<file path="config.mk">
export PLATFORM = sky130hd
export DESIGN_NAME = fpa_front
export DESIGN_NICKNAME = d
export VERILOG_FILES = /design/src/sv/fpa_pkg.sv /design/src/sv/fpa_front.sv
export SDC_FILE = /design/constraint.sdc
export NUM_CORES = 2
export LEC_CHECK = 0
export BUFFER_PORTS_ARGS = -buffer_cell sky130_fd_sc_hd__buf_2
export CORE_ASPECT_RATIO = 0.5
export CORE_UTILIZATION = 50
export DETAILED_ROUTE_END_ITERATION = 8
export MAX_ROUTING_LAYER = met4
export PLACE_DENSITY = 0.68
export SLEW_MARGIN = 10
export SYNTH_ARGS = -nofsm -noshare
export SYNTH_HDL_FRONTEND = slang
export SYNTH_SLANG_ARGS = --single-unit
</file>
<file path="constraint.sdc">
create_clock -name clk -period 19.4 [get_ports clk]
set_input_delay 4.85 -clock clk [delete_from_list [all_inputs] [get_ports clk]]
set_output_delay 4.85 -clock clk [all_outputs]
set_load 0.01 [all_outputs]
</file>
<file path="src/sv/fpa_pkg.sv">
package fpa_pkg;
	localparam int FRAC_BITS = 8;
	localparam int NW = 32 + FRAC_BITS;

	localparam logic [3:0] OP_ADD = 4'd0;
	localparam logic [3:0] OP_SUB = 4'd1;
	localparam logic [3:0] OP_MUL = 4'd2;
	localparam logic [3:0] OP_DIV = 4'd3;
	localparam logic [3:0] OP_GT  = 4'd4;
	localparam logic [3:0] OP_LT  = 4'd5;
	localparam logic [3:0] OP_GE  = 4'd6;
	localparam logic [3:0] OP_LE  = 4'd7;
	localparam logic [3:0] OP_EQ  = 4'd8;
	localparam logic [3:0] OP_NE  = 4'd9;
	localparam logic [3:0] OP_MIN = 4'd10;
	localparam logic [3:0] OP_MAX = 4'd11;
	localparam logic [3:0] OP_INC = 4'd12;
	localparam logic [3:0] OP_DEC = 4'd13;
	localparam logic [3:0] OP_INT = 4'd14;

	localparam logic [1:0] ST_OK   = 2'd0;
	localparam logic [1:0] ST_SAT  = 2'd1;
	localparam logic [1:0] ST_DIV0 = 2'd2;

	typedef struct packed {
		logic [3:0]    cmd;
		logic          neg;
		logic [31:0]   res;
		logic          cmp;
		logic [1:0]    st;
		logic [63:0]   prod;
		logic [31:0]   d;
		logic [31:0]   rem;
		logic [NW-1:0] nq;
	} pipe_t;

	typedef struct packed {
		logic [31:0] res;
		logic        sat;
	} sat_t;

	function automatic sat_t sat_mag(input logic neg, input logic [63:0] m);
		sat_t r;
		r.sat = 1'b0;
		if (neg) begin
			if (m > 64'h8000_0000) begin
				r.res = 32'h8000_0000;
				r.sat = 1'b1;
			end else begin
				r.res = 32'(~m[31:0] + 32'd1);
			end
		end else begin
			if (m > 64'h7FFF_FFFF) begin
				r.res = 32'h7FFF_FFFF;
				r.sat = 1'b1;
			end else begin
				r.res = m[31:0];
			end
		end
		return r;
	endfunction
endpackage

</file>
<file path="src/sv/fpa_front.sv">
module fpa_front import fpa_pkg::*; (
	input  logic        clk,
	input  logic        adv,
	input  logic [3:0]  cmd,
	input  logic [31:0] a_raw,
	input  logic [31:0] b_raw,
	output pipe_t       p_s1
);
	logic signed [31:0] a, b;
	logic [31:0] ma, mb;
	logic signed [32:0] sum, dif, inc, dec;
	pipe_t p;

	assign a = a_raw;
	assign b = b_raw;

	always_comb begin
		ma = a[31] ? 32'(~a_raw + 32'd1) : a_raw;
		mb = b[31] ? 32'(~b_raw + 32'd1) : b_raw;
		sum = 33'(a) + 33'(b);
		dif = 33'(a) - 33'(b);
		inc = 33'(a) + 33'sd1;
		dec = 33'(a) - 33'sd1;
		p.cmd = cmd;
		p.neg = a[31] ^ b[31];
		p.res = '0;
		p.cmp = 1'b0;
		p.st = ST_OK;
		p.prod = {32'd0, ma} * {32'd0, mb};
		p.d = mb;
		p.rem = '0;
		p.nq = {ma, {FRAC_BITS{1'b0}}};
		unique case (cmd)
			OP_ADD: begin
				p.res = sum[31:0];
				if (sum[32] != sum[31]) begin
					p.res = sum[32] ? 32'h8000_0000 : 32'h7FFF_FFFF;
					p.st = ST_SAT;
				end
			end
			OP_SUB: begin
				p.res = dif[31:0];
				if (dif[32] != dif[31]) begin
					p.res = dif[32] ? 32'h8000_0000 : 32'h7FFF_FFFF;
					p.st = ST_SAT;
				end
			end
			OP_INC: begin
				p.res = inc[31:0];
				if (inc[32] != inc[31]) begin
					p.res = 32'h7FFF_FFFF;
					p.st = ST_SAT;
				end
			end
			OP_DEC: begin
				p.res = dec[31:0];
				if (dec[32] != dec[31]) begin
					p.res = 32'h8000_0000;
					p.st = ST_SAT;
				end
			end
			OP_DIV: if (b_raw == '0) p.st = ST_DIV0;
			OP_GT:  p.cmp = a > b;
			OP_LT:  p.cmp = a < b;
			OP_GE:  p.cmp = a >= b;
			OP_LE:  p.cmp = a <= b;
			OP_EQ:  p.cmp = a == b;
			OP_NE:  p.cmp = a != b;
			OP_MIN: p.res = (a < b) ? a_raw : b_raw;
			OP_MAX: p.res = (a < b) ? b_raw : a_raw;
			OP_INT: p.res = 32'(a >>> FRAC_BITS);
			default: ;
		endcase
	end

	always_ff @(posedge clk) begin
		if (adv) p_s1 <= p;
	end
endmodule

</file>
== After elaboration in Yosys (flattened, before gate mapping) ==
Index checks and enable logic that the tools add are counted.

* Mux-type cells: 18
* Equality and inequality tests: 19
* Multiply operators: 1
* Add/sub/neg operators: 6
* Reduce and logical (&&, ||, !) cells: 2
* Shift operators: 0
* Magnitude comparators: 4
* Bitwise logic cells: 3
* Divide/modulo/power cells: 0

{| class="wikitable"
|+ Operators with widths
! kind !! count
|-
| 32-bit 2-to-1 mux || 10
|-
| 32-bit case mux with 7 select lines || 1
|-
| 32-bit by 1-bit adder with 32-bit output (second input constant) || 2
|-
| 32-bit by 32-bit multiplier with 64-bit output || 1
|-
| 32-bit NOT || 2
|-
| 32-bit by 2-bit adder with 33-bit output (second input constant) || 1
|-
| 32-bit by 32-bit adder with 33-bit output || 1
|-
| 32-bit by 2-bit subtractor with 33-bit output (second input constant) || 1
|-
| 32-bit by 32-bit subtractor with 33-bit output || 1
|-
| 32-bit == test || 1
|-
| 32-bit >= comparator || 1
|-
| 32-bit > comparator || 1
|-
| 32-bit less-or-equal comparator || 1
|-
| 32-bit logical NOT || 1
|-
| 32-bit < comparator || 1
|-
| 32-bit != test || 1
|-
| 4-bit == test (second input constant) || 7
|-
| 4-bit by 3-bit == test with 1-bit output (second input constant) || 4
|-
| 2-bit case mux with 5 select lines || 1
|-
| 1-bit case mux with 6 select lines || 1
|-
| 4-bit by 1-bit == test with 1-bit output (second input constant) || 1
|-
| 4-bit by 2-bit == test with 1-bit output (second input constant) || 1
|-
| 4-bit logical NOT || 1
|-
| 1-bit 2-to-1 mux || 4
|-
| 3 further kinds || 6
|}

* Output and inout bits: 208
* Bits in latches: 0
* Bits in registers: 168
* Input bits: 70
* ROM bits: 0
* Memory bits (writable): 0
* Memories: 0
* Word-level logic and storage cells: 61

== Depth between registers and ports, before layout ==
* Depth after elaboration: 4
* Depth in mapped cells: 41
* Mapped depth without buffers: 36

== Worst setup path before layout ==
Ideal clock, no wire load.

* Kind: input to register
* From: input a_raw[0]
* To: register p_s1[157] in the netlist's numbering, data pin
* Stages: 36
* Data arrival time: 14.664 ns
* Setup time: 0.265 ns
* Required time: 19.135 ns
* Buffers on the path: 5
* Slack: 4.471 ns
* Path through: clkbuf_1 -> inv_1 -> clkbuf_1 -> ha_1 -> or3b_4 -> or3_4 -> or4_4 -> or2_1 -> buf_2 -> nand2b_4 -> or3_1 -> nand2_1 -> xor2_2 -> buf_2 -> nor2_1 -> fa_1 -> inv_1 -> fa_1 -> fa_1 -> fa_1 -> inv_1 -> fa_1 -> fa_1 -> fa_1 -> fa_1 -> ha_1 -> clkbuf_1 -> nand4_1 -> a2111o_1 -> a21oi_1 -> o211ai_1 -> nand2_1 -> a41oi_1 -> or3b_2 -> a41oi_1 -> xor2_1

{| class="wikitable"
|+ RTL lines
! element !! line !! text
|-
| start: declaration || fpa_front.sv:5 || <nowiki>input logic [31:0] a_raw,</nowiki>
|-
| end signal: assignment || fpa_front.sv:77 || <nowiki>if (adv) p_s1 <= p;</nowiki>
|-
| end: declaration || fpa_front.sv:7 || <nowiki>output pipe_t p_s1</nowiki>
|}

==> impl_metrics.toml <==
[hold_path]
hold_end = "p_s1[207]"
hold_start = "cmd[3]"
hp-class = "primary input to flop"
min_delay_path_depth = 1

[grt]
grt_start_max_net_pins = 65
grt_pass1_wl_mm = 244.5
grtUsageTotal_pct = 37.53
antenna_found_initial = 5
grt_pass1_vias = 39200
grt_overflow = 0

[route]
num_vias = 37910
drtAntennaViolNets = 0
avgRoutedWirePerCell_um = 25.31
drc_errors = 0
firstDrtPassIters = 6
via_per_inst = 5.915
wl_mm = 162.2
drt_iter0_drc = 4452

[sta]
rsz0062_at_grt = "no"
maxSlewHeadroom_pct = 14.52
layout_min_cycle_time_ps = 16780
finalWorstSetupSlack_ps = 2622
fin_setup_tns_ps = 0
finalHoldViolCount = 0
fin_crit_sh_pct = 86.49
report.final.slew_viol_count = 0
setup_violations = 0
tightest_slew_ps = 1282
fmax_mhz = 59.60

[placement]
preCtsSetupSlack_ps = 2459
dp_cells = 6373
io_buffers = 237
gp_congestion = 1.039
dp_hpwl_mm = 126.3

[die]
die_area_sq_mm = 0.09115
initial_utilization_pct = 50.70
io-pin-count = 278
die_w_um = 426.0
fp-row-count = 77
coreArea_sq_mm = 0.08864
die_h_um = 214.0

[synthesis]
ys_seq_area_share_pct = 11.23
ys_warn_count = 0
synth-simple-area-share_pct = 14.58
synth_fa_ha_area_share_pct = 49.28
synth_xor_area_share_pct = 3.895
yosysUniqueCellTypes = 95
synth_area_sq_mm = 0.04494
synth_area_per_cell_sq_um = 8.749
synth.top_cells.by_area = "fa_1 40%, edfxtp_1 11%, ha_1 9.3%, inv_1 8.4%, nor2_1 5.5%"
synth_top_area_cell = "fa_1"
synth_ff_type = "edfxtp_1"
synth_edf_count = 168
synth.area.mux_share_pct = 0.1587
synth_top_family_by_area = "adder cells"
synth_compound_area_share_pct = 9.030
ys_ff_latch = 168
yosysTopAreaCellShare_pct = 40.01
synth_async_sr_flop_share_pct = 0
syn-instance-count = 5136

[critical_path]
critical_path_required_ps = 19690
crit_arrival_ps = 17070
cp-start-kind = "primary input"
startpoint = "a_raw[0]"
crit_fanout = 21
critical_path_class = "primary input to flop"
slowest_delay_ps = 760
cp-end-kind = "flop"
cp_slowest_cell = "inv_1"

[clock_network]
clock-sinks = 168
hold_buffers = 0
ctsResizeCount = 0
cts.root.buffer_cell = "clkbuf_16"
cts_tree = "built"
htree_levels = 4
cts_max_path_buffers = 2
cts_setup_buffers = 0
clkTransAtPathRegs_ps = 70
cts_buffers = 17

[finish]
largest_reg_flops = 168
layout-drive-gt1-share_pct = 8.927
regMostFlops = "p_s1"
largestRegisters = "p_s1 (168)"
nets = 6508
fillers = 8320
syn2layout_area_growth_pct = 6.816
fin_cells = 6410
utilization_pct = 54.15

[outcome]
outcome = "finished, final reports clean"

[job]
maxCapViolCount = 0
logic make-up after synthesis:
| kind of cell | after synthesis |
|---|---|
| AO/OA/AOI/OAI | 624 |
| XOR/XNOR | 196 |
| adder cells (fa/ha/maj) | 1231 |
| buffers and inverters | 1356 |
| flip-flops | 168 |
| multiplexers | 7 |
| other | 1 |
| AND/OR/NAND/NOR | 1553 |
metrics by stage:
stage | area, sq um | hold WS (ps)
2_1_floorplan | 45080 | 4949
3_3_place_gp | 47410 | 5205
3_5_place_dp | 47420 | 5218
4_1_cts | 47990 | 4622
5_1_grt | 48000 | 4639
6_report | 48000 | 4657
cells in the mapped netlist (all sizes together) (52+ instances only):
master	n
buf	79
clkbuf	240
o21ai	163
xor2	66
ha	333
a21o	52
a21oi	166
inv	1017
nor2	672
fa	898
nand2	601
xnor2	130
edfxtp	168
cell type report:
cell class              count  area [sq um]  share of cell area, %
inverters                1037          3896                  8.117
clock buffers              17         425.4                 0.8863
flip-flops and latches    168          5045                  10.51
well taps                1185          1483                  3.089
repair buffers            332          1908                  3.975
multi-input cells        3651         35090                  73.10
clock inverters            15         141.4                 0.2946
diodes                      5         12.51                0.02607
worst max-delay path by stage:
stage,to
after detailed placement,p_s1[157]
after floorplan,p_s1[157]
after global routing,p_s1[157]
final,p_s1[157]
after global placement,p_s1[157]
after CTS,p_s1[157]
per-layer routing:
metal / vias to the layer above / global-route usage (%) / part of all wire (%) / wire length [um]
met1: 19230 / 50.52 / 40 / 65410
li1: 15920 / - / - / -
met2: 2353 / 53.73 / 43 / 69720
met4: 0 / 13.55 / 4.2 / 6865
met5: - / - / 0 / 0
met3: 407 / 10.96 / 12 / 20230
placed cells by master, fill, tap and decap left out, drive strengths merged, types with 19 or more instances in the layout:
cell / instances
nand3: 47
or3: 26
nor4: 25
nand4: 34
edfxtp: 168
nor2: 672
o21ai: 163
ha: 333
clkinv: 24
o21bai: 26
and3: 19
buf: 331
inv: 1022
nor3: 38
a21oi: 166
conb: 40
a221oi: 29
xnor2: 130
nand2: 601
a21o: 52
nand2b: 28
xor2: 66
fa: 898
a31oi: 19
worst max-delay path, delay by kind of cell:
| family | cells | cell delay (ps) |
|---|---|---|
| and+or+nand+nor | 10 | 4060 |
| buffers and inverters | 10 | 1850 |
| AOI/OAI and AO/OA | 3 | 1230 |
| adders and majority gates | 10 | 4870 |
| xor gates and xnor gates | 2 | 170 |
Power is not shown: default switching activity piles up to over one toggle a cycle in this logic, so the estimate is an artifact.
