**config.mk**
```make
export PLATFORM = sky130hd
export DESIGN_NAME = fpa_back
export DESIGN_NICKNAME = d
export VERILOG_FILES = /design/src/sv/fpa_pkg.sv /design/src/sv/fpa_back.sv
export SDC_FILE = /design/constraint.sdc
export NUM_CORES = 1
export LEC_CHECK = 0
export BUFFER_PORTS_ARGS = -buffer_cell sky130_fd_sc_hd__buf_2
export CAP_MARGIN = 0
export CORE_MARGIN = 4
export CORE_UTILIZATION = 58
export CTS_CLUSTER_DIAMETER = 150
export DETAILED_ROUTE_END_ITERATION = 8
export GPL_TIMING_DRIVEN = 0
export PLACE_DENSITY = 0.92
export SETUP_SLACK_MARGIN = 0.02
export SYNTH_ARGS = -nofsm -noshare
export SYNTH_HDL_FRONTEND = slang
export SYNTH_SLANG_ARGS = --single-unit
```
**constraint.sdc**
```tcl
create_clock -name clk -period 9.5 [get_ports clk]
set_input_delay 0.95 -clock clk [delete_from_list [all_inputs] [get_ports clk]]
set_output_delay 0.95 -clock clk [all_outputs]
set_load 0.02 [all_outputs]
```
**src/sv/fpa_pkg.sv**
```systemverilog
package fpa_pkg;
	localparam int FRAC_BITS = 8;
	localparam int NW = 32 + FRAC_BITS;

	localparam logic [3:0] OP_ADD = 4'd0;
	localparam logic [3:0] OP_SUB = 4'd1;
	localparam logic [3:0] OP_MUL = 4'd2;
	localparam logic [3:0] OP_DIV = 4'd3;
	localparam logic [3:0] OP_GT  = 4'd4;
	localparam logic [3:0] OP_LT  = 4'd5;
	localparam logic [3:0] OP_GE  = 4'd6;
	localparam logic [3:0] OP_LE  = 4'd7;
	localparam logic [3:0] OP_EQ  = 4'd8;
	localparam logic [3:0] OP_NE  = 4'd9;
	localparam logic [3:0] OP_MIN = 4'd10;
	localparam logic [3:0] OP_MAX = 4'd11;
	localparam logic [3:0] OP_INC = 4'd12;
	localparam logic [3:0] OP_DEC = 4'd13;
	localparam logic [3:0] OP_INT = 4'd14;

	localparam logic [1:0] ST_OK   = 2'd0;
	localparam logic [1:0] ST_SAT  = 2'd1;
	localparam logic [1:0] ST_DIV0 = 2'd2;

	typedef struct packed {
		logic [3:0]    cmd;
		logic          neg;
		logic [31:0]   res;
		logic          cmp;
		logic [1:0]    st;
		logic [63:0]   prod;
		logic [31:0]   d;
		logic [31:0]   rem;
		logic [NW-1:0] nq;
	} pipe_t;

	typedef struct packed {
		logic [31:0] res;
		logic        sat;
	} sat_t;

	function automatic sat_t sat_mag(input logic neg, input logic [63:0] m);
		sat_t r;
		r.sat = 1'b0;
		if (neg) begin
			if (m > 64'h8000_0000) begin
				r.res = 32'h8000_0000;
				r.sat = 1'b1;
			end else begin
				r.res = 32'(~m[31:0] + 32'd1);
			end
		end else begin
			if (m > 64'h7FFF_FFFF) begin
				r.res = 32'h7FFF_FFFF;
				r.sat = 1'b1;
			end else begin
				r.res = m[31:0];
			end
		end
		return r;
	endfunction
endpackage

```
**src/sv/fpa_back.sv**
```systemverilog
module fpa_back import fpa_pkg::*; (
	input  logic        clk,
	input  logic        adv,
	input  pipe_t       p_in,
	output logic [31:0] result_q,
	output logic        cmp_q,
	output logic [1:0]  st_q
);
	logic [63:0] tm, qm, qd;
	logic up;
	sat_t sm, sd;
	logic [31:0] res;
	logic [1:0] st;

	always_comb begin
		tm = p_in.prod + (64'd1 << (FRAC_BITS - 1));
		qm = tm >> FRAC_BITS;
		up = {p_in.rem, 1'b0} >= {1'b0, p_in.d};
		qd = 64'(p_in.nq) + {63'd0, up};
		sm = sat_mag(p_in.neg, qm);
		sd = sat_mag(p_in.neg, qd);
		res = p_in.res;
		st = p_in.st;
		if (p_in.cmd == OP_MUL) begin
			res = sm.res;
			st = sm.sat ? ST_SAT : ST_OK;
		end else if (p_in.cmd == OP_DIV && p_in.st != ST_DIV0) begin
			res = sd.res;
			st = sd.sat ? ST_SAT : ST_OK;
		end
	end

	always_ff @(posedge clk) begin
		if (adv) begin
			result_q <= res;
			cmp_q <= p_in.cmp;
			st_q <= st;
		end
	end
endmodule

```
Word-level counts from Yosys, hierarchy flattened
Cells that the tools add are included.
{"block": "word_totals", "n_memories": 0, "elab_cells": 34, "latchBits": 0, "output_inout_bits": 35, "ram_bits": 0, "regBits": 35, "mem_bits_ro": 0}
{"block": "op_classes", "reduce_logical": 1, "n_eq_ne": 3, "div": 0, "n_shift": 0, "magnitude_cmp": 5, "n_mul": 0, "bitwise": 2, "mux": 16, "add_sub_neg": 4}
{"op": "32-bit two-way mux", "n": 6}
{"op": "33-bit two-way mux", "n": 2}
{"op": "32-bit by 1-bit adder with 32-bit output, second input constant", "n": 2}
{"op": "64-bit by 8-bit adder with 64-bit output, second input constant", "n": 1}
{"op": "32-bit NOT", "n": 2}
{"op": "56-bit by 31-bit > comparator with 1-bit output, second input constant", "n": 1}
{"op": "56-bit by 32-bit > comparator with 1-bit output, second input constant", "n": 1}
{"op": "40-bit by 1-bit adder with 41-bit output", "n": 1}
{"op": "41-bit by 31-bit > comparator with 1-bit output, second input constant", "n": 1}
{"op": "41-bit by 32-bit > comparator with 1-bit output, second input constant", "n": 1}
{"op": "33-bit by 32-bit greater-or-equal comparator with 1-bit output", "n": 1}
{"op": "4-bit by 2-bit equality test with 1-bit output, second input constant", "n": 2}
{"op": "1-bit two-way mux", "n": 6}
{"op": "2-bit two-way mux", "n": 2}
{"op": "2-bit inequality test, second input constant", "n": 1}
{"op": "1-bit logical AND", "n": 1}

Longest topological paths before layout
{"block": "logic_depth", "word_depth": 9, "depth_mapped": 28, "ltp_nobuf": 26}

Worst setup path after synthesis
OpenSTA, ideal clock, no wires.
{"block": "synth_path", "path_type": "input to register", "startpoint": "input p_in[73] (netlist name)", "endpoint": "register result_q[22], data pin", "arrival_time_ps": 6180, "slack_ps": 3175, "stages": 26, "path_cell_list": "inv_1 -> ha_1 -> nor2b_1 -> o21a_1 -> o21a_1 -> o21a_1 -> o21a_1 -> o21ai_0 -> a21o_1 -> a21oi_1 -> o31ai_1 -> nand4_1 -> ha_1 -> ha_1 -> inv_1 -> ha_1 -> or4b_2 -> o31ai_1 -> o21a_1 -> o211ai_1 -> a2111o_1 -> o41ai_4 -> nand3_2 -> or4_1 -> o211a_1 -> o21ai_1"}
{"block": "synth_between", "elab_chain_cells": 8, "elab_cells_between_ends": 11, "classes_between": "add/sub (2); order compare (3); mux (5); bitwise (1)"}
{"item": "start, declared", "line_no": "fpa_back.sv:4", "text": "input pipe_t p_in,"}
{"item": "33-bit by 32-bit greater-or-equal comparator with 1-bit output (*)", "line_no": "fpa_back.sv:18", "text": "up = {p_in.rem, 1'b0} >= {1'b0, p_in.d};"}
{"item": "40-bit by 1-bit adder with 41-bit output (*)", "line_no": "fpa_back.sv:19", "text": "qd = 64'(p_in.nq) + {63'd0, up};"}
{"item": "32-bit NOT", "line_no": "fpa_pkg.sv:50", "text": "r.res = 32'(~m[31:0] + 32'd1);"}
{"item": "32-bit by 1-bit adder with 32-bit output", "line_no": "fpa_pkg.sv:50"}
{"item": "32-bit two-way mux", "line_no": "fpa_pkg.sv:46", "text": "if (m > 64'h8000_0000) begin"}
{"item": "33-bit two-way mux (*)", "line_no": "fpa_pkg.sv:45", "text": "if (neg) begin"}
{"item": "32-bit two-way mux (*)", "line_no": "fpa_back.sv:27", "text": "end else if (p_in.cmd == OP_DIV && p_in.st != ST_DIV0) begin"}
{"item": "32-bit two-way mux (*)", "line_no": "fpa_back.sv:24", "text": "if (p_in.cmd == OP_MUL) begin"}
{"item": "named net res[22]", "line_no": "fpa_back.sv:12", "text": "logic [31:0] res;"}
{"item": "end signal, assigned", "line_no": "fpa_back.sv:35", "text": "result_q <= res;"}
{"item": "end, declared", "line_no": "fpa_back.sv:5", "text": "output logic [31:0] result_q,"}
The timed path passes the listed nets; every way through them passes the cells marked *.
A chain may end at the register's enable or synchronous reset.

Worst setup path in the final report
{"block": "layout_path", "startpoint": "input p_in[40] (netlist name)", "endpoint": "register result_q[14], data pin"}
Same word-level chain as after synthesis.

==> reports/qor.yml <==
outcome: "completed"
path_max_fanout: 10
setup_tns_final_ps: 0
grt_setup_unrepaired: "false"
clk_transition_reported_paths_ps: 60
setup_viol_count_final: 0
postRouteWirelength_um: 29130
grt_pass1_wl_um: 44050
numCtsBuffers: 5
place.gp.congestion: 1.008
synthArstFlopShare: 0
cts_htree_levels: 2
grt_start_max_net_pins: 36
post_synth_most_frequent_cells: "sky130_fd_sc_hd__a21oi_1 (75), sky130_fd_sc_hd__nand3_1 (68), sky130_fd_sc_hd__nand2_1 (65), sky130_fd_sc_hd__nor2_1 (64)"
final_layout_size_suffix_gt1_frac: 0.2077
die_area_mm2: 0.01540
crit_path_end_kind: "flop"
finish.utilization: 0.7011
n_fill_cell: 1201
num_rows: 42
cp.buffers_inverters: 3
design.final.nets: 1576
place.port_buffers: 215
synth_most_common_cell: "sky130_fd_sc_hd__a21oi_1"
initial_standard_cell_utilization_of_the_core: 0.5904
die_boundary_width_um: 124.1
routed-via-count: 10250
synth_edf_count: 35
worstPathRequired_ps: 9560
setup_ws_ps: 1658
report.final.slew_viol_count: 0
mappedNetlistNets: 1354
worst-slew-pin-transition_ps: 974.3
flip_flop_and_latch_count_after_synthesis: 35
critical_path_class: "in -> reg"
netSwitchingPower_mw: 0.2585
via_count_of_the_first_global_routing_pass: 8920
max_cap_viol_count: 0
power_density_mw_per_mm2: 73.34
cts.repair.resized: 0
ctsHoldBuffers: 0
netlist.area_leader.share: 0.1344
cts.path.max_buffers: 2
clock_power_share: 0.296
first_iter_violations: 1489
post-route-period-util: 0.8255
post-route-drc-count: 0
cp_slowest_stage_delay_ps: 680
detail_route.wl_per_cell_um: 19.35
core_area_mm2: 0.01324
clock_tree_from_tritoncts: "built"
arrival_ps: 7900
preCtsSetupSlack_ps: 1585
finalCriticalPeriod_ps: 7842
top_level_ports: 245
avgSynthCellArea_um2: 7.069
antenna_cells_inserted: 0
timing.critical_path.mode_cell: "sky130_fd_sc_hd__o21a_1"
sequentialPowerShare: 0.280
fmax_mhz: 127.5
timing_hold_violations_final: 0
number_of_sinks_handled_by_clock_tree_synthesis: 35
synth.top_cells.by_area: "sky130_fd_sc_hd__edfxtp_1 (13%), sky130_fd_sc_hd__ha_1 (6.1%), sky130_fd_sc_hd__xnor2_1 (5.5%)"
antenna_left: 0
min_path_type: "in -> reg"
yosysWarningCount: 0
critical-path-top-delay-family: "compound AO/OA/AOI/OAI gates"
total_leakage_power_nw: 3.622
comb_power_share: 0.424
crit_path_start_kind: "primary input"
synthCells: 1106
ir_drop_mv: 0.1005
max_slew_margin: 0.3445
global_route.usage.total: 0.3573
cts-root-buf: "sky130_fd_sc_hd__clkbuf_16"
antenna_found_initial: 0
vias_per_cell: 6.809
synth.distinct_cells: 79
drtPass1Iterations: 7
setup_fix_bufs_post_cts: 0
floorplan.die.height_um: 124.1
yosys.area.top_type: "sky130_fd_sc_hd__edfxtp_1"
top_flip_flop_cell_by_instance_count_after_synthesis: "sky130_fd_sc_hd__edfxtp_1"
crit_path_top_delay_cell: "sky130_fd_sc_hd__o41ai_4"
place_hpwl_um: 23400
intPower_mw: 0.4224
yosysSeqAreaShare: 0.1344
p_sw_frac: 0.3797
post_synth_instance_area_mm2: 0.007819
areaGrowthSynthToFinish_pct: 18.74
total_congestion_overflow_after_global_routing: 0
-- cell families after synthesis --
kind of cell / count (synthesis) / share of synthesized area
adders and majority gates: 38 / 0.06081
muxes: 13 / 0.01728
and+or+nand+nor: 487 / 0.3469
xor gates and xnor gates: 78 / 0.08737
DFF: 35 / 0.1344
buffers and inverters: 139 / 0.07025
AOI/OAI and AO/OA: 316 / 0.2829
-- routing by layer --
layer / routed length, µm / up-vias / global-route usage
li1: - / 4736 / -
met1: 11100 / 4714 / 0.4740
met2: 13020 / 702 / 0.5733
met3: 4198 / 95 / 0.1008
met4: 802 / 0 / 0.08966
met5: 0 / - / 0
-- cell usage in the layout (no fill, tap or decap), drive strengths merged, types with 32 or more instances in the layout --
cell type / Yosys / layout
nor2: 64 / 64
nand4: 53 / 53
buf: 25 / 240
ha: 38 / 38
nand3: 70 / 70
edfxtp: 35 / 35
inv: 57 / 57
o21ai: 56 / 56
xnor2: 49 / 49
a21oi: 75 / 75
nand2: 66 / 66
and3: 32 / 32
nor4: 49 / 49
nor3: 45 / 45
clkbuf: 57 / 62
-- flip-flops by register name, summed over array words and instances (netlist names) --
name / flops
result_q: 32
st_q: 2
cmp_q: 1
-- path summary, 6_finish.rpt --
check / start / end / depth (start not counted) / slack [ps]
setup / recovery: p_in[40] / result_q[14]$_DFFE_PP_ / 27 / 1660
hold / removal: p_in[170] / cmp_q$_DFFE_PP_ / 1 / 850
-- per-stage QoR --
| step | hold slack, ps | cell area (µm²) | power, mW | std cells |
|---|---|---|---|---|
| after floorplan | 1049 | 7819 | 0.3609 | 1106 |
| after global placement | 1139 | 9115 | 0.4672 | 1497 |
| after detailed placement | 1149 | 9115 | 0.4733 | 1497 |
| after CTS | 863.9 | 9284 | 0.6668 | 1505 |
| after global routing | 858.3 | 9284 | 0.7087 | 1505 |
| final | 853.4 | 9284 | 0.6809 | 1505 |
-- power groups by stage --
stage               Sequential, mW  Clock (mW)  Combinational, mW
floorplan                    0.213           0              0.148
global placement             0.194           0              0.273
detailed placement           0.194           0              0.279
CTS                          0.191       0.194              0.281
global route                 0.192       0.202              0.314
finish                       0.191       0.202              0.288
-- layout make-up --
class,instances,area [µm²],area share
Clock buffer,5,125.1,0.01348
Inverter,57,214.0,0.02305
Buffer,82,335.3,0.03612
Multi-Input combinational cell,932,6218,0.6698
Timing Repair Buffer,215,1076,0.1159
Sequential cell,35,1051,0.1132
Clock inverter,3,43.79,0.004717
Tap cell,176,220.2,0.02372
Note: power is estimated with default switching activity, not from simulation.
