$ cat config.mk
export PLATFORM = sky130hd
export DESIGN_NAME = fpa_cell
export DESIGN_NICKNAME = d
export VERILOG_FILES = /design/src/sv/fpa_pkg.sv /design/src/sv/fpa_cell.sv
export SDC_FILE = /design/constraint.sdc
export NUM_CORES = 1
export LEC_CHECK = 0
export BUFFER_PORTS_ARGS = -buffer_cell sky130_fd_sc_hd__buf_2
export CAP_MARGIN = 10
export CORE_AREA = 2 2 164 166
export CTS_BUF_LIST = sky130_fd_sc_hd__clkbuf_8 sky130_fd_sc_hd__clkbuf_16
export DETAILED_ROUTE_END_ITERATION = 16
export DIE_AREA = 0 0 166 168
export SLEW_MARGIN = 20
export SYNTH_ARGS = -nofsm -noshare
export SYNTH_HDL_FRONTEND = slang
export SYNTH_SLANG_ARGS = --single-unit
$ cat constraint.sdc
create_clock -name clk -period 2.4 [get_ports clk]
set_input_delay 0 -clock clk [delete_from_list [all_inputs] [get_ports clk]]
set_output_delay 0 -clock clk [all_outputs]
set_load 0.02 [all_outputs]
$ cat src/sv/fpa_pkg.sv
package fpa_pkg;
	localparam int FRAC_BITS = 8;
	localparam int NW = 32 + FRAC_BITS;

	localparam logic [3:0] OP_ADD = 4'd0;
	localparam logic [3:0] OP_SUB = 4'd1;
	localparam logic [3:0] OP_MUL = 4'd2;
	localparam logic [3:0] OP_DIV = 4'd3;
	localparam logic [3:0] OP_GT  = 4'd4;
	localparam logic [3:0] OP_LT  = 4'd5;
	localparam logic [3:0] OP_GE  = 4'd6;
	localparam logic [3:0] OP_LE  = 4'd7;
	localparam logic [3:0] OP_EQ  = 4'd8;
	localparam logic [3:0] OP_NE  = 4'd9;
	localparam logic [3:0] OP_MIN = 4'd10;
	localparam logic [3:0] OP_MAX = 4'd11;
	localparam logic [3:0] OP_INC = 4'd12;
	localparam logic [3:0] OP_DEC = 4'd13;
	localparam logic [3:0] OP_INT = 4'd14;

	localparam logic [1:0] ST_OK   = 2'd0;
	localparam logic [1:0] ST_SAT  = 2'd1;
	localparam logic [1:0] ST_DIV0 = 2'd2;

	typedef struct packed {
		logic [3:0]    cmd;
		logic          neg;
		logic [31:0]   res;
		logic          cmp;
		logic [1:0]    st;
		logic [63:0]   prod;
		logic [31:0]   d;
		logic [31:0]   rem;
		logic [NW-1:0] nq;
	} pipe_t;

	typedef struct packed {
		logic [31:0] res;
		logic        sat;
	} sat_t;

	function automatic sat_t sat_mag(input logic neg, input logic [63:0] m);
		sat_t r;
		r.sat = 1'b0;
		if (neg) begin
			if (m > 64'h8000_0000) begin
				r.res = 32'h8000_0000;
				r.sat = 1'b1;
			end else begin
				r.res = 32'(~m[31:0] + 32'd1);
			end
		end else begin
			if (m > 64'h7FFF_FFFF) begin
				r.res = 32'h7FFF_FFFF;
				r.sat = 1'b1;
			end else begin
				r.res = m[31:0];
			end
		end
		return r;
	endfunction
endpackage

$ cat src/sv/fpa_cell.sv
module fpa_cell import fpa_pkg::*; (
	input  logic  clk,
	input  logic  adv,
	input  pipe_t p_in,
	output pipe_t p_q
);
	logic [32:0] tr, diff;
	logic ge;
	pipe_t p;

	always_comb begin
		tr = {p_in.rem, p_in.nq[NW-1]};
		diff = tr - {1'b0, p_in.d};
		ge = tr >= {1'b0, p_in.d};
		p = p_in;
		p.rem = ge ? diff[31:0] : tr[31:0];
		p.nq = {p_in.nq[NW-2:0], ge};
	end

	always_ff @(posedge clk) begin
		if (adv) p_q <= p;
	end
endmodule

Yosys cells after proc, flatten, opt, wreduce, memory -nomap -nowiden. Index checks and enable logic that the tools add are counted.

Add/subtract/negate cells: 1. Magnitude comparators: 1. Multiplexer cells: 1.

Operator list (count): $ge A33 B32 Y1 (1); $mux W32 (1); $sub A32 B32 Y32 (1).

Register bits: 208. Bits of input ports: 210. Output and inout bits: 208. Logic and storage cells: 12.

Longest topological paths before layout. Gate-level depths: netlist of the first run.

Depth in word-level cells: 2. Gate-level depth with buffers: 13. Mapped depth without buffers: 11.

Least setup slack after synthesis of the first run. Ideal clock, no wire load.

Path type: input to register. Start: input port p_in[95] in the netlist's numbering. End: register p_q[44] in the netlist's numbering, data pin. Library setup time: 0.260 ns. Arrival: 2.092 ns. Required time: 2.140 ns. Setup slack: 0.048 ns. Stages: 11. Buffers on the path: 2. Path through: inv_1 -> ha_1 -> buf_6 -> and3_1 -> o21a_1 -> a311oi_2 -> o21ai_1 -> or3b_1 -> o21a_1 -> buf_6 -> mux2_4.

RTL lines: from (decl) (RTL line fpa_cell.sv:4) `input pipe_t p_in,`; to (signal assigned) (RTL line fpa_cell.sv:21) `if (adv) p_q <= p;`; to (decl) (RTL line fpa_cell.sv:5) `output pipe_t p_q`.

==> results.ini, run 1 <==
[setup_path]
critical_path_peak_fanout=5
setup.worst_path.start=p_in[98]
worst_setup_endpoint=p_q[63]
worst-setup-path-type=primary input to flop
crit_path_end_kind=flop
critPathArrivalTime_ns=2.60
startpoint_type=primary input
critPathRequiredTime_ns=2.67

[synth]
synthDistinctLibCells=49
synth.cells.most_frequent=edfxtp_1 (208), a21oi_1 (54), inv_1 (46)
top_cells_by_area_synth=edfxtp_1 (73%), ha_1 (4.7%), a21oi_1 (3.2%)
sequential_element_share_of_the_synthesized_area_pct=72.85
mappedNetlistNets=810
dominantRegCellSynth=edfxtp_1
yosys_register_bits=208
yosys_warns=0
netlist.top_cell.by_area=edfxtp_1
synth-edff-count=208
postSynth.asyncResetShare_pct=0
post_synthesis_cell_area_um2=8573
post_synth_inst_count=567
yosys.cell_count.top_type=edfxtp_1
synth_top_cell_area_share_pct=72.85
syn_area_per_cell_um2=15.12

[global_routing]
grt_overflow_total=0
grt_pass1_vias=7949
grt_pass1_wl_mm=46.82
antenna_found_initial=8
global_route.usage.total_pct=21.84
met2_usage_pct=37.83
grt_start_max_net_pins=70
grt_util_met3_pct=5.125
grtUsageMet1_pct=25.54
busiest_layer=met2

[floorplan]
core_um2=26350
die_h_um=168
initial_utilization_pct=32.54
design.die.area_um2=27890
std_cell_rows=60
chipWidth_um=166
top_level_ports=418

[power]
share_clk_of_total_power_pct=32.9
power.share.switching_pct=28.50
pwr-share-comb_pct=23.1
leakage_nw=6.545
power_per_cell_area_nw_per_um2=692.4
intPower_mw=7.293
ir_worst_vdd_mv=0.7117
p_switching_mw=2.906
seq_power_share_pct=44.0

[finish]
layout_top_registers=p_q x208
largest_reg_flops=208
area.growth.synth_to_final_pct=71.80
utilization_pct=55.90
filler_cell_count=2145
final_cells=1659
max_flop_register=p_q
drive_gt1_share_pct=43.95
finalNetCount=1538

[run]
max-cap-violations=0

[routing]
route.vias.total=7634
post-route-drc-count=0
totalWireLength_mm=32.02
via_density=4.602
dr.pass1.iters=4
drtIter0Drc=497
postRouteAntennaNets=0
wire_length_per_cell_after_detailed_routing_um=19.30

[place]
routabilityCongestion=0.8497
port_buffers=417
detailedPlacementHpwl_mm=22.37
place_inst=1401

[clock_network]
post-cts-setup-buffers=0
cts_root_buf=clkbuf_16
ctsLongestPathBuffers=3
cts_num_sinks=208
numCtsBuffers=24
clk_pin_slew_worst_paths_ns=0.06
htreeDepth=1
tritoncts=yes

[timing]
hold_viol=0
min_period_ns=2.330
period_utilization_post_route_pct=97.09
setup_tns_ns=0
hold_slack_ns=0.05831
slew-limit-headroom_pct=62.67
final_max_slew_viol_count=0
rsz0062_at_grt=false
setup_viol_count_final=0
fmaxAchievable_mhz=429.2
worst_slew_pin_slew_ns=0.5458

[min_path]
min_path_type=primary input to flop

[status]
status=complete, no violations

-- layer usage --
metal	routed length, um	vias to the layer above
met1	12400	3637
li1	-	3586
met2	15740	322
met4	1789	6
met3	2042	83
met5	36	-
-- repair_timing --
item                                   CTS  global route
gates resized for setup                  0            22
endpoints found under the hold margin  271             2
setup endpoints to repair                0            29
hold buffers                           206             3
-- power by group through the flow --
| stage | Clock, mW | Combinational [mW] | Sequential [mW] |
|---|---|---|---|
| global placement | 0 | 1.99 | 4.55 |
| global route | 3.56 | 2.51 | 4.52 |
| detailed placement | 0 | 2.00 | 4.55 |
| floorplan | 0 | 0.578 | 5.00 |
| CTS | 3.44 | 2.29 | 4.48 |
| finish | 3.35 | 2.36 | 4.49 |
-- layout by cell type, fill, tap and decap left out, types with 5 or more instances in the layout --
cell / instances
buf_2: 414
dlygate4sd3_1: 208
edfxtp_1: 208
buf_4: 87
a21oi_1: 53
inv_1: 48
nor2_1: 37
ha_1: 26
clkbuf_16: 26
nand2_1: 24
o21ai_0: 17
xnor2_1: 16
xor2_1: 10
nand4_1: 8
a21o_1: 8
mux2_4: 8
clkinv_2: 8
nand3_1: 7
o31ai_1: 7
nand2b_1: 6
diode_2: 5
o21a_1: 5
o21bai_1: 5
ha_4: 5
-- worst min path at each step --
stage / start / to / depth (start not counted)
2_1_floorplan: p_in[100] / p_q[100] / 0
3_3_place_gp: p_in[184] / p_q[184] / 1
3_5_place_dp: p_in[185] / p_q[185] / 1
4_1_cts: p_in[72] / p_q[72] / 1
5_1_grt: p_in[73] / p_q[41] / 4
6_report: p_in[73] / p_q[41] / 4
-- stage by stage --
| stage | area (um2) | total power [mW] | setup WS, ns |
|---|---|---|---|
| global placement | 11740 | 6.537 | -0.2504 |
| detailed placement | 11740 | 6.556 | -0.2624 |
| finish | 14730 | 10.20 | 0.06990 |
| global route | 14730 | 10.60 | 0.004531 |
| CTS | 14510 | 10.21 | 0.006017 |
| floorplan | 8573 | 5.583 | 0.04794 |
-- cell families (layout without fill, tap and decap cells) --
kind of cell	Yosys count	count (layout)	synth area share [%]
AO/OA/AOI/OAI	120	120	8.538
multiplexers	10	10	1.635
flip-flops	208	208	72.85
AND/OR/NAND/NOR	107	107	6.101
adder cells (fa/ha/maj)	33	33	4.904
other	0	5	0
XOR/XNOR	26	26	2.656
buffers and inverters	63	809	3.313
-- layout make-up --
| class | instances | area (um2) | share of cell area (%) |
|---|---|---|---|
| repair buffers | 719 | 4987 | 33.86 |
| well taps | 341 | 426.7 | 2.897 |
| inverters | 46 | 172.7 | 1.172 |
| diodes | 5 | 12.51 | 0.08495 |
| clock buffers | 24 | 600.6 | 4.077 |
| clock inverters | 20 | 113.9 | 0.7730 |
| flip-flops and latches | 208 | 6246 | 42.41 |
| multi-input cells | 296 | 2170 | 14.73 |
-- critical path, stage by stage --
cell and delay (ns):
dlygate4sd3_1 0.53, buf_2 0.13, inv_1 0.08, ha_4 0.21, a21oi_2 0.18, inv_1 0.06
a21oi_1 0.15, o21ai_1 0.12, or3b_4 0.39, o21a_4 0.27, clkbuf_16 0.18, mux2_4 0.30
Note: power is estimated with default switching activity, not from simulation.
==> inputs of run 2 (changes only) <==
==> constraint.sdc (replaced) <==
create_clock -name clk -period 2.7 [get_ports clk]
set_input_delay 0 -clock clk [delete_from_list [all_inputs] [get_ports clk]]
set_output_delay 0 -clock clk [all_outputs]
set_load 0.02 [all_outputs]
==> results.ini, run 2 (synthesis results as in run 1) <==
[finish]
largest_reg_flops=208  ; unchanged
fin_area_um2=14180  ; was 14,730 um2
utilization_pct=53.81  ; was 55.90%
finalNetCount=1473  ; was 1,538
drive_gt1_share_pct=41.01  ; was 43.95%
commonest_non_fill_non_tap_cell_in_the_layout=buf_2  ; unchanged
area.growth.synth_to_final_pct=65.38  ; was 71.80%
layout_common_cells=buf_2 (416), dlygate4sd3_1 (208), edfxtp_1 (208)  ; was buf_2 (414), dlygate4sd3_1 (208), edfxtp_1 (208)
layout_top_registers=p_q x208  ; unchanged
max_flop_register=p_q  ; unchanged

[global_routing]
grt_pass1_vias=7539  ; was 7,949
grt_start_max_net_pins=71  ; was 70
global_route.usage.total_pct=21.46  ; was 21.84%
grt_pass1_wl_mm=45.86  ; was 46.82 mm
antenna_found_initial=5  ; was 8
grt_overflow_total=0  ; unchanged

[min_path]
hold_path_depth=4  ; unchanged
critical_hold_path_startpoint=p_in[41]  ; was p_in[73]
min_path_type=primary input to flop  ; unchanged
worst_case_hold_path_end_point=p_q[42]  ; was p_q[41]

[setup_path]
critPathRequiredTime_ns=2.96  ; was 2.67 ns
slowest_stage_cell_crit_path=dlygate4sd3_1  ; unchanged
worst-setup-path-type=primary input to flop  ; unchanged
critPathBufInv=5  ; unchanged
critical_path_peak_fanout=5  ; unchanged
cpMostUsedCell=buf_4  ; was inv_1
crit_path_cell_trace=dlygate4sd3_1 -> buf_2 -> inv_1 -> ha_1 -> o21ai_0 -> a21oi_1 -> buf_4 -> a2111oi_1 -> buf_4 -> nor3_1 -> nor2_1 -> o21bai_1 -> xor2_1 -> mux2_4  ; was dlygate4sd3_1 -> buf_2 -> inv_1 -> ha_4 -> a21oi_2 -> inv_1 -> a21oi_1 -> o21ai_1 -> or3b_4 -> o21a_4 -> clkbuf_16 -> mux2_4
crit_path_end_kind=flop  ; unchanged
startpoint_type=primary input  ; unchanged
crit_path_max_incr_delay_ns=0.52  ; was 0.53 ns
critPathArrivalTime_ns=2.89  ; was 2.60 ns
critical-path-top-delay-family=buffers and inverters  ; unchanged

[clock_network]
cts_num_sinks=208  ; unchanged
clk_pin_slew_worst_paths_ns=0.06  ; about the same
cts_root_buf=clkbuf_16  ; unchanged
numCtsBuffers=25  ; was 24
htreeDepth=1  ; unchanged
ctsLongestPathBuffers=3  ; unchanged
tritoncts=yes  ; unchanged

[routing]
postRouteAntennaNets=0  ; unchanged
via_density=4.659  ; was 4.602
route.vias.total=7408  ; was 7,634
dr.pass1.iters=5  ; was 4
totalWireLength_mm=31.25  ; was 32.02 mm
drtIter0Drc=505  ; was 497
post-route-drc-count=0  ; unchanged
wire_length_per_cell_after_detailed_routing_um=19.66  ; was 19.30 um

[place]
dpl_cell_area_um2=11220  ; was 11,740 um2
pre_cts_slack_ns=0.01002  ; was -0.2624 ns
routabilityCongestion=0.8544  ; was 0.8497
port_buffers=417  ; unchanged
detailedPlacementHpwl_mm=22.02  ; was 22.37 mm

[floorplan]
design.die.area_um2=27890  ; unchanged
chipWidth_um=166  ; unchanged
std_cell_rows=60  ; unchanged
core_um2=26350  ; unchanged
top_level_ports=418  ; unchanged
die_h_um=168  ; unchanged
initial_utilization_pct=32.54  ; unchanged

[timing]
worst_slew_pin_slew_ns=0.5443  ; was 0.5458 ns
hold_viol=0  ; unchanged
hold_slack_ns=0.1378  ; was 0.05831 ns
slew-limit-headroom_pct=63.71  ; was 62.67%
fmaxAchievable_mhz=380.9
min_period_ns=2.626
setup_viol_count_final=0  ; unchanged
worst_slack_ns=0.07437  ; was 0.06990 ns
period_utilization_post_route_pct=97.25
final_max_slew_viol_count=0  ; unchanged

[run]
max-cap-violations=0  ; unchanged

[status]
status=complete, no violations  ; unchanged

[power]
design_power_total_mw=9.046  ; was 10.20 mW
power_per_cell_area_nw_per_um2=638.0  ; was 692.4 nW/um2
ir_worst_vdd_mv=0.5983  ; was 0.7117 mV
leakage_nw=6.228  ; was 6.545 nW

==> run 2: how the worst max path moves through the flow <==
stage / from / to / slack, ns / cells after the start
after floorplan: p_in[95] / p_q[44] / 0.35 / 11
after global placement: p_in[41] / p_q[70] / 0.09 / 11
after detailed placement: p_in[41] / p_q[70] / 0.01 / 11
after CTS: p_in[39] / p_q[70] / 0.01 / 14
after global routing: p_in[85] / p_q[66] / -0.05 / 13
final: p_in[74] / p_q[63] / 0.07 / 14
==> run 2: power by group <==
part           internal [mW]  switching [mW]  total [mW]  leakage [nW]
clock                   1.78            1.33        3.11         0.387
combinational          0.826            1.12        1.95          3.80
sequential              3.91          0.0788        3.99          2.04
==> run 2: per-layer routing <==
metal  vias up  track usage [%]  wire length, um
met2       331            37.31            15530
met1      3564            26.04            12370
met5         -                0               22
met3        62            5.031             2163
li1       3447                -                -
met4         4            8.015             1171
==> run 2: through the flow <==
step	TNS, ns	instances
after floorplan	0	567
after global placement	0	1333
after detailed placement	0	1333
after CTS	0	1584
after global routing	-0.1443	1590
final	0	1590
==> run 2: area by class of cell <==
| class | instances | area (um2) |
|---|---|---|
| sequential | 208 | 6246 |
| tap | 341 | 426.7 |
| clock inverter | 18 | 117.6 |
| fill | 2174 | 12170 |
| clock buffer | 25 | 625.6 |
| antenna | 3 | 7.507 |
| inverter | 46 | 172.7 |
| multi-input combinational | 296 | 2143 |
| timing repair buffer | 653 | 4439 |
==> run 2: repair_timing <==
item / in CTS / in global routing
hold buffers: 208 / 0
resized for setup: 0 / 19
setup endpoints to repair: 0 / 17
buffers inserted: 0 / 3
hold endpoints to repair: 273 / 0
